`src/rtl/lot_pkg.sv`:
```
// Package: request and response types and opcodes for the LRU order tracker.
package lot_pkg;

    localparam int ENTRY_W = 6;
    localparam int OCC_W   = 7;
    localparam logic [OCC_W-1:0] OCC_MAX = OCC_W'(2 ** ENTRY_W);

    localparam logic OP_ACCESS = 1'b0;
    localparam logic OP_EVICT  = 1'b1;

    typedef struct packed {
        logic               op;
        logic [ENTRY_W-1:0] entry;
    } req_t;

    typedef struct packed {
        logic [ENTRY_W-1:0] victim;
        logic               victim_valid;
        logic               was_present;
        logic [OCC_W-1:0]   occupancy;
    } rsp_t;

endpackage

```
`src/rtl/lot_order_row.sv`:
```
// Row of recency cells: lookup, move-to-front shift, tail eviction and count.
module lot_order_row #(
    parameter int ENTRIES = 64
) (
    input  logic          clk,
    input  logic          rst_n,
    input  logic          fire,
    input  lot_pkg::req_t req,
    output lot_pkg::rsp_t rsp
);
    import lot_pkg::*;

    localparam int IDX_W = $clog2(ENTRIES);
    localparam int CNT_W = $clog2(ENTRIES + 1);

    // cell 0 is most recent; cells below count_reg are live
    logic [IDX_W-1:0] cell_reg  [ENTRIES];
    logic [IDX_W-1:0] cell_next [ENTRIES];
    logic [CNT_W-1:0] count_reg;
    logic [CNT_W-1:0] count_next;

    logic [IDX_W-1:0]   entry_idx;
    logic               entry_ok;
    logic [ENTRIES-1:0] match;
    logic               hit;
    logic [IDX_W-1:0]   hit_pos;
    logic [IDX_W-1:0]   tail_pos;
    logic               do_access;
    logic               do_evict;

    assign entry_idx = IDX_W'(req.entry);
    assign entry_ok  = 32'(req.entry) < 32'(ENTRIES);
    assign tail_pos  = IDX_W'(count_reg - 1'b1);

    // parallel compare against every live cell
    always_comb
    begin
        for (int i = 0; i < ENTRIES; i++)
        begin
            match[i] = (CNT_W'(i) < count_reg) && (cell_reg[i] == entry_idx);
        end
    end

    assign hit = |match;

    // one-hot to binary
    always_comb
    begin
        hit_pos = '0;
        for (int i = 0; i < ENTRIES; i++)
        begin
            hit_pos = hit_pos | (match[i] ? IDX_W'(i) : '0);
        end
    end

    assign do_access = (req.op == OP_ACCESS) && entry_ok;
    assign do_evict  = (req.op == OP_EVICT) && (count_reg != '0);

    always_comb
    begin
        count_next = count_reg;
        if (do_access && !hit)
        begin
            count_next = count_reg + 1'b1;
        end
        else if (do_evict)
        begin
            count_next = count_reg - 1'b1;
        end
    end

    // hit: cells above the hit slide down one; miss: whole row slides
    always_comb
    begin
        cell_next[0] = do_access ? entry_idx : cell_reg[0];
        for (int i = 1; i < ENTRIES; i++)
        begin
            if (do_access && (!hit || (IDX_W'(i) <= hit_pos)))
            begin
                cell_next[i] = cell_reg[i-1];
            end
            else
            begin
                cell_next[i] = cell_reg[i];
            end
        end
    end

    always_comb
    begin
        rsp.victim       = do_evict ? ENTRY_W'(cell_reg[tail_pos]) : '0;
        rsp.victim_valid = do_evict;
        rsp.was_present  = do_access && hit;
        rsp.occupancy    = OCC_W'(count_next);
    end

    always_ff @(posedge clk)
    begin
        if (fire)
        begin
            for (int i = 0; i < ENTRIES; i++)
            begin
                cell_reg[i] <= cell_next[i];
            end
        end
    end

    always_ff @(posedge clk or negedge rst_n)
    begin
        if (!rst_n)
        begin
            count_reg <= '0;
        end
        else if (fire)
        begin
            count_reg <= count_next;
        end
    end

endmodule

```
`src/rtl/lru_order_tracker_unit.sv`:
```
// Top level of the LRU order tracker: request register, order row, response register.
//
// Tracks the recency order of entry indices. Each request on the req channel is
// either an access (op = 0: move entry to the front, insert it if absent) or an
// evict (op = 1: drop the least recently used entry and report it).
// Every request gives exactly one response on the rsp channel.
// Both channels use valid/stall: a transfer happens on a rising edge with valid
// high and stall low.
// A taken request is held in the request register, processed by the order row
// and written to the response register when that register is free.
// Throughput: one request per cycle while rsp_stall is low. The order is kept in
// a row of cells that shift in one step with a parallel compare, so no request
// waits on another. When rsp_stall is high the response register holds. One further
// request may wait in the request register; after that req_stall rises.
// Reset (rst_n low, asynchronous) empties the list and both registers.
// Cell contents are not cleared, since only cells below the count are ever read.
module lru_order_tracker_unit #(
    parameter int ENTRIES = 64
) (
    input  logic          clk,
    input  logic          rst_n,
    input  logic          req_valid,
    output logic          req_stall,
    input  lot_pkg::req_t req,
    output logic          rsp_valid,
    input  logic          rsp_stall,
    output lot_pkg::rsp_t rsp
);
    import lot_pkg::*;

    // request register
    logic req_vld_reg;
    logic req_vld_next;
    req_t req_reg;

    // response register
    logic rsp_vld_reg;
    logic rsp_vld_next;
    rsp_t rsp_reg;
    rsp_t row_rsp;

    logic advance;
    logic take;

    // the held request moves on whenever the response register is free
    assign advance   = req_vld_reg && (!rsp_vld_reg || !rsp_stall);
    assign req_stall = req_vld_reg && !advance;
    assign take      = req_valid && !req_stall;

    always_comb
    begin
        req_vld_next = req_vld_reg;
        if (take)
        begin
            req_vld_next = 1'b1;
        end
        else if (advance)
        begin
            req_vld_next = 1'b0;
        end
    end

    always_comb
    begin
        rsp_vld_next = rsp_vld_reg;
        if (advance)
        begin
            rsp_vld_next = 1'b1;
        end
        else if (!rsp_stall)
        begin
            rsp_vld_next = 1'b0;
        end
    end

    lot_order_row #(
        .ENTRIES (ENTRIES)
    ) u_row (
        .clk   (clk),
        .rst_n (rst_n),
        .fire  (advance),
        .req   (req_reg),
        .rsp   (row_rsp)
    );

    always_ff @(posedge clk or negedge rst_n)
    begin
        if (!rst_n)
        begin
            req_vld_reg <= 1'b0;
            rsp_vld_reg <= 1'b0;
        end
        else
        begin
            req_vld_reg <= req_vld_next;
            rsp_vld_reg <= rsp_vld_next;
        end
    end

    // payload registers, no reset
    always_ff @(posedge clk)
    begin
        if (take)
        begin
            req_reg <= req;
        end
        if (advance)
        begin
            rsp_reg <= row_rsp;
        end
    end

    assign rsp_valid = rsp_vld_reg;
    assign rsp       = rsp_reg;

endmodule

```
`config.mk`:
```
export PLATFORM = sky130hd
export DESIGN_NAME = lru_order_tracker_unit
export DESIGN_NICKNAME = d
export VERILOG_FILES = /design/src/rtl/lot_pkg.sv /design/src/rtl/lot_order_row.sv /design/src/rtl/lru_order_tracker_unit.sv
export SDC_FILE = /design/constraint.sdc
export NUM_CORES = 1
export LEC_CHECK = 0
export BUFFER_PORTS_ARGS = -buffer_cell sky130_fd_sc_hd__buf_4
export CAP_MARGIN = 20
export CORE_MARGIN = 4
export CORE_UTILIZATION = 64
export CTS_CLUSTER_DIAMETER = 30
export DETAILED_ROUTE_END_ITERATION = 6
export PLACE_DENSITY_LB_ADDON = 0.1
export SKIP_CTS_REPAIR_TIMING = 1
export SLEW_MARGIN = 20
export SYNTH_ARGS = -nofsm -noshare
export SYNTH_HDL_FRONTEND = slang
export SYNTH_SLANG_ARGS = --single-unit
```
`constraint.sdc`:
```
create_clock -name clk -period 5.8 [get_ports clk]
set_input_delay 0.87 -clock clk [delete_from_list [all_inputs] [get_ports clk]]
set_output_delay 0.87 -clock clk [all_outputs]
set_load 0.01 [all_outputs]
```
==> results of run 1 <==
-- Yosys cell counts, drive strengths merged (10+ instances only) --
cell type  count  area, um2
a21oi         35      186.4
o21ai         25      136.4
nand2         37      138.9
edfxtp       406      12190
buf           75      686.9
a211oi        28      210.2
clkbuf        33      123.9
mux4         120       2703
nor4          41      314.1
a2111oi       10      87.58
nand3         38      190.2
xnor2        272       2382
nor2          55      214.0
nand4         65      412.9
xor2         122       1084
nor3          29      161.4
inv           14      52.55
-- metal layers --
layer,part of all wire (%),vias to the layer above
li1,-,6233
met1,36,7789
met2,47,1133
met3,12,212
met4,5.0,4
met5,0.046,-
-- final timing paths --
kind | endpoint | slack [ps]
setup / recovery | u_row.cell_reg[33][2]$_DFFE_PP_ | 520
hold / removal | rsp_valid$_DFFE_PN0P_ | 90
setup reg to reg | u_row.cell_reg[33][2]$_DFFE_PP_ | 520
hold reg to reg | rsp_valid$_DFFE_PN0P_ | 480
max in group asynchronous | u_row.count_reg[0]$_DFFE_PN0P_ | 5530
min in group clk | req_reg[1]$_DFFE_PP_ | 440
-- cell type report --
cell class	count	area, um2	share of cell area [%]
clock buffers	94	2160	8.210
clock inverters	59	688.2	2.616
inverters	14	52.55	0.1998
multi-input cells	1010	9336	35.49
flip-flops and latches	415	12420	47.22
well taps	455	569.3	2.164
repair buffers	130	1077	4.095
-- metrics by stage --
stage          util (%)  cell area, um2
2_1_floorplan         -           22560
3_3_place_gp      67.64           23420
3_5_place_dp      67.68           23440
4_1_cts           75.91           26290
5_1_grt           75.96           26300
6_report          75.96           26300
-- critical path, cell delays in order (launching register included) --
cell	delay (ps)
edfxtp_1	1020
buf_4	350
xnor2_1	160
nand4_1	130
nor4_1	910
nor4_1	320
nand4_1	290
and2b_1	330
nor2_1	320
nand2_1	110
o31ai_1	920
-- power by group --
| group | internal, uW | total [uW] | switching, uW |
|---|---|---|---|
| clock | 3180 | 4820 | 1640 |
| sequential | 3880 | 4360 | 487 |
| combinational | 2190 | 5360 | 3170 |
| total | 9250 | 14500 | 5290 |
-- logic make-up after synthesis --
family	Yosys count	synth area share, %
mux	129	12.38
simple gates	334	8.651
flops	415	55.04
fa+ha+maj	3	0.1664
xor+xnor	394	15.36
buf+inv	122	3.827
compound gates	150	4.575
==> summary.md, run 1 <==
| Metric | Value |
|---|---|
| Remaining DRCs | 0 |
| Die height | 195.8 um |
| Number of global-route vias before repair | 15566 |
| GR Util met2 | 58.35% |
| Drt wl/cell | 32.30 um |
| Antenna Cells | 0 |
| Final Hold Vio Count | 0 |
| Worst Path Max Fanout | 11 |
| CP endpoint kind | flip-flop |
| Pwr dens | 552.9 mW/mm2 |
| Commonest cells after routing, fill and taps aside | edfxtp_1, xnor2_1, xor2_1, mux4_2, buf_4 |
| Final Non-Filler Cells | 2177 |
| IO buf count | 27 |
| Placed insts | 2024 |
| Syn nets | 1561 |
| Fin. max-slew vios | 0 |
| Fillers | 2002 |
| Peak supply drop | 0.3721 mV |
| Leading cell type in the layout, fill and taps excluded | edfxtp_1 |
| Syn_area_per_cell | 14.58 um2 |
| First-pass GRT wire length | 104700 um |
| Post-Synthesis Cells | 1547 |
| FP Rows | 68 |
| Die Footprint | 0.03832 mm2 |
| Final TNS setup | 0 ps |
| Clock latency on the worst-skew pair | 610 ps |
| Setup violations, final | 0 |
| Worst hold slack | 94.50 ps |
| Critical Path AT | 5490 ps |
| CTS tree | built |
| Clock Path Buffers | 3 |
| Global Route met1 Usage | 49.07% |
| Die W | 195.8 um |
| Length of the first detailed-routing pass in iterations | 5 |
| Crit path kind | reg -> reg |
| Predominant post-synthesis flop cell | edfxtp_1 |
| Post-route worst setup slack | 524.7 ps |
| Core Region | 0.03463 mm2 |
| GR Util All Layers | 37.13% |
| Nets@finish | 1667 |
| Initial antenna violation count | 2 |
| CP Launch Type | flip-flop |
| Root Buffer | clkbuf_16 |
| Relative max-transition margin | 26.42% |
| Synth unique cells | 78 |
| Starting density of the core | 65.15% |
| R2R depth | 10 |
| Mapped Area | 0.02256 mm2 |
| Synth-to-Final Area Change | 16.59% |
| Grt met3 use | 10.63% |
| DPL Wire Length | 48630 um |
| #FFs+latches synth | 415 |
| Routability cong. | 0.9949 |
| Total grt overflow | 0 |
| Yosys warnings | 0 |
| Drt via density | 7.061 |
| Share of layout cells above drive strength 1 | 24.45% |
| Num CTS Buffers | 82 |
| DP Worst Slack | 824.5 ps |
| Status | completed |
| FF-to-FF Start | req_reg[2]$_DFFE_PP_ |
| Num Clock Sinks | 415 |
| Highest Clock Rate | 0.1896 GHz |
| Sequential share of the synthesized area | 55.04% |
| Largest net degree at the start of global routing | 66 |
| WP data required | 6010 ps |
| Class of the worst hold path | in -> async |
| Post-synth EDFFs | 406 |
| Total power | 14540 uW |
| DR iter-0 viols | 2036 |
| Least-Margin Pin Slew | 1094 ps |
| Clock period minus final worst setup slack | 5275 ps |
| DRT Wirelength | 70330 um |
| Routed vias | 15371 |
| Fin crit share | 90.95% |
| Top Usage Layer GRT | met2 |
| Leak | 0.008362 uW |
| Number of flip-flops in the largest register | 384 |
| CP startpoint | req_reg[2]$_DFFE_PP_ |
| Count of max-cap constraint violations | 0 |
| CTS H-tree depth | 3 |
| Post-route antenna net violation count | 0 |
| I/O pin count | 28 |
| Clock transition at path regs | 50 ps |
| RSZ-0062 raised after global routing | false |
| Skew final | 21.58 ps |
| FFs w/ async S/R, synth | 2.169% |
No activity file was read; power rests on OpenSTA's default activity.
==> inputs of run 2 (changes only) <==
CORE_UTILIZATION = 58   (was 64)
clock period = 4.8 ns   (was 5.8 ns; I/O delays follow)
==> run 2 against run 1 <==
Combinational power grew 26%. Core utilization fell by 4.7 points. Global-route usage down 3.2 points. Worst setup slack got worse by 330 ps. Die area is 9.9% higher.
==> summary.md, run 2 (synthesized netlist as in run 1, its figures left out) <==
| Metric | Value |
|---|---|
| Num Clock Sinks | 415 (unchanged) |
| Leak | 0.008786 uW (+5.1%) |
| Pwr dens | 669.5 mW/mm2 (+21%) |
| RSZ-0062 raised after global routing | false |
| Remaining DRCs | 0 (unchanged) |
| Clock Path Buffers | 3 (unchanged) |
| Number of flip-flops in the largest register | 384 (unchanged) |
| Clock transition at path regs | 50 ps (about the same) |
| CP endpoint kind | flip-flop |
| GR Util All Layers | 33.90% (-3.2 points) |
| Total grt overflow | 0 (unchanged) |
| Relative max-transition margin | 28.60% (+2.2 points) |
| FF-to-FF Start | u_row.count_reg[6]$_DFFE_PN0P_ |
| Number of global-route vias before repair | 15460 (-0.68%) |
| Final Non-Filler Cells | 2303 (+5.8%) |
| FP Rows | 71 (+4.4%) |
| Class of the worst hold path | in -> reg |
| Final Hold Vio Count | 0 (unchanged) |
| Hold Path Origin | req[1] |
| CTS H-tree depth | 3 (unchanged) |
| Clock power frac | 34.5% (+1.3 points) |
| Drt via density | 6.679 (-5.4%) |
| Post-route worst setup slack | 195.7 ps (-329.0 ps) |
| Pint | 11730 uW (+27%) |
| CP startpoint | u_row.count_reg[6]$_DFFE_PN0P_ |
| Worst Path Buf+Inv | 2 (+1) |
| Setup violations, final | 0 (unchanged) |
| Die W | 205.2 um (+4.8%) |
| Count of max-cap constraint violations | 0 (unchanged) |
| Switch share | 35.32% (-1.1 points) |
| IO buf count | 27 (unchanged) |
| Reg-to-reg slack, setup | 200 ps (-330 ps) |
| DR iter-0 viols | 1883 (-7.5%) |
| Clock latency on the worst-skew pair | 630 ps (+20 ps) |
| CP max stage cell | or4_4 |
| Length of the first detailed-routing pass in iterations | 6 (+1) |
| Die Footprint | 0.04212 mm2 (+9.9%) |
| Crit-path leading delay family | simple AND/OR/NAND/NOR gates |
| Switching power total | 6407 uW (+21%) |
| Crit path largest cell delay | 640 ps (-380 ps) |
| CTS tree | built |
| Synth-to-Final Area Change | 20.07% |
| Share of layout cells above drive strength 1 | 27.06% (+2.6 points) |
| DRT Wirelength | 70550 um (+0.31%) |
| Combinational share of power | 37.2% (+0.4 points) |
| Starting density of the core | 59.34% (-5.8 points) |
| Fin. max-slew vios | 0 (unchanged) |
| Worst setup path end | u_row.cell_reg[25][3]$_DFFE_PP_ |
| Num CTS Buffers | 90 (+9.8%) |
| Seq pwr share | 28.3% (-1.7 points) |
| Highest Clock Rate | 0.2172 GHz (+15%) |
| Routed vias | 15382 (+0.072%) |
| Nets@finish | 1730 (+3.8%) |
| DP Worst Slack | 215.6 ps (-608.9 ps) |
| Crit path kind | reg -> reg |
| Worst Path Max Fanout | 9 (-2) |
| Cell with the most instances on the worst path | buf_4 |
| Worst path cell trace | buf_4 > nand4bb_1 > o211ai_1 > nor3_1 > or4_4 > nor4_2 > nand4_1 > nand3_1 > buf_4 > o22ai_1 > a21oi_1 |
| Critical Path AT | 4850 ps (-640 ps) |
| Largest net degree at the start of global routing | 52 (-21%) |
| Least-Margin Pin Slew | 1061 ps (-32.31 ps) |
| Root Buffer | clkbuf_16 |
| Placed insts | 2133 (+5.4%) |
| I/O pin count | 28 (unchanged) |
| Antenna Cells | 0 (unchanged) |
| Leading cell type in the layout, fill and taps excluded | edfxtp_1 |
| Peak supply drop | 0.3810 mV (+2.4%) |
| Routability cong. | 1.064 (+6.9%) |
| Drt wl/cell | 30.63 um (-5.2%) |
| Initial antenna violation count | 0 (-2) |
| Status | completed |
| Commonest cells after routing, fill and taps aside | edfxtp_1, xnor2_1, buf_4 |
| Post-route antenna net violation count | 0 (unchanged) |
| First-pass GRT wire length | 103900 um (-0.70%) |
| Clock period minus final worst setup slack | 4604 ps (-671.0 ps) |
| R2R depth | 11 (+1) |
| Final TNS setup | 0 ps (unchanged) |
| Skew final | 17.78 ps (-3.795 ps) |
| CP Launch Type | flip-flop |
| Fin crit share | 95.92% (+5.0 points) |
| WP data required | 5040 ps (-970 ps) |
| R2R Path End | u_row.cell_reg[25][3]$_DFFE_PP_ |
| Worst path depth | 11 (+1) |
| Die height | 205.2 um (+4.8%) |
| Core Region | 0.03802 mm2 (+9.8%) |
| DPL Wire Length | 51080 um (+5.0%) |
==> run 2: cell types whose count changed in the layout (fill, tap and decap cells not counted), moves of 2 or more <==
cell,previous run,this run
clkbuf_1,8,14
clkinv_4,9,7
buf_12,8,12
clkinv_2,6,11
clkinvlp_4,14,10
bufinv_16,11,14
clkinv_1,9,11
buf_4,120,170
clkbuf_16,84,91
==> run 2: worst min path at each step <==
stage,to,cells past startpoint
final,req_reg[1]$_DFFE_PP_,1
after detailed placement,rsp_valid$_DFFE_PN0P_,1
after global routing,req_reg[1]$_DFFE_PP_,1
after global placement,rsp_valid$_DFFE_PN0P_,1
after floorplan,req_vld_reg$_DFFE_PN0P_,0
after CTS,req_vld_reg$_DFFE_PN0P_,1
==> run 2: through the flow <==
stage / util [%] / total power [uW] / hold slack, ps / area [um2]
finish: 71.25 / 18140 / 272.0 / 27090
global route: 71.25 / 18630 / 250.0 / 27090
CTS: 71.14 / 17970 / -93.79 / 27050
detailed placement: 63.02 / 11670 / 472.7 / 23960
global placement: 63.00 / 11640 / 466.8 / 23950
floorplan: - / 9137 / 424.4 / 22560
==> run 2: area by class of cell <==
type,count,area (um2)
Timing Repair Buffer,185,1549
Multi-Input combinational cell,1010,9338
Tap cell,511,639.4
Fill cell,2571,10930
Sequential cell,415,12420
Clock buffer,106,2344
Clock inverter,62,747.0
Inverter,14,52.55
==> run 2: layer usage <==
layer	part of all wire [%]	global-route usage [%]
met1	38	45.14
met2	48	54.62
met3	9.9	8.684
met4	3.8	12.42
met5	0	0
==> run 2: power groups by stage <==
stage,clock (uW),combinational [uW],sequential [uW]
final,6260,6740,5130
after global routing,6530,6940,5170
after CTS,6310,6550,5120
after detailed placement,0,6500,5170
after global placement,0,6490,5150
after floorplan,0,4140,5000
==> run 2: worst register-to-register path, cell delays in order (launching register included) <==
cell,delay (ps)
dfrtp_1,370
buf_4,190
nand4bb_1,460
o211ai_1,310
nor3_1,130
or4_4,640
nor4_2,440
nand4_1,460
nand3_1,360
buf_4,160
o22ai_1,60
a21oi_1,640
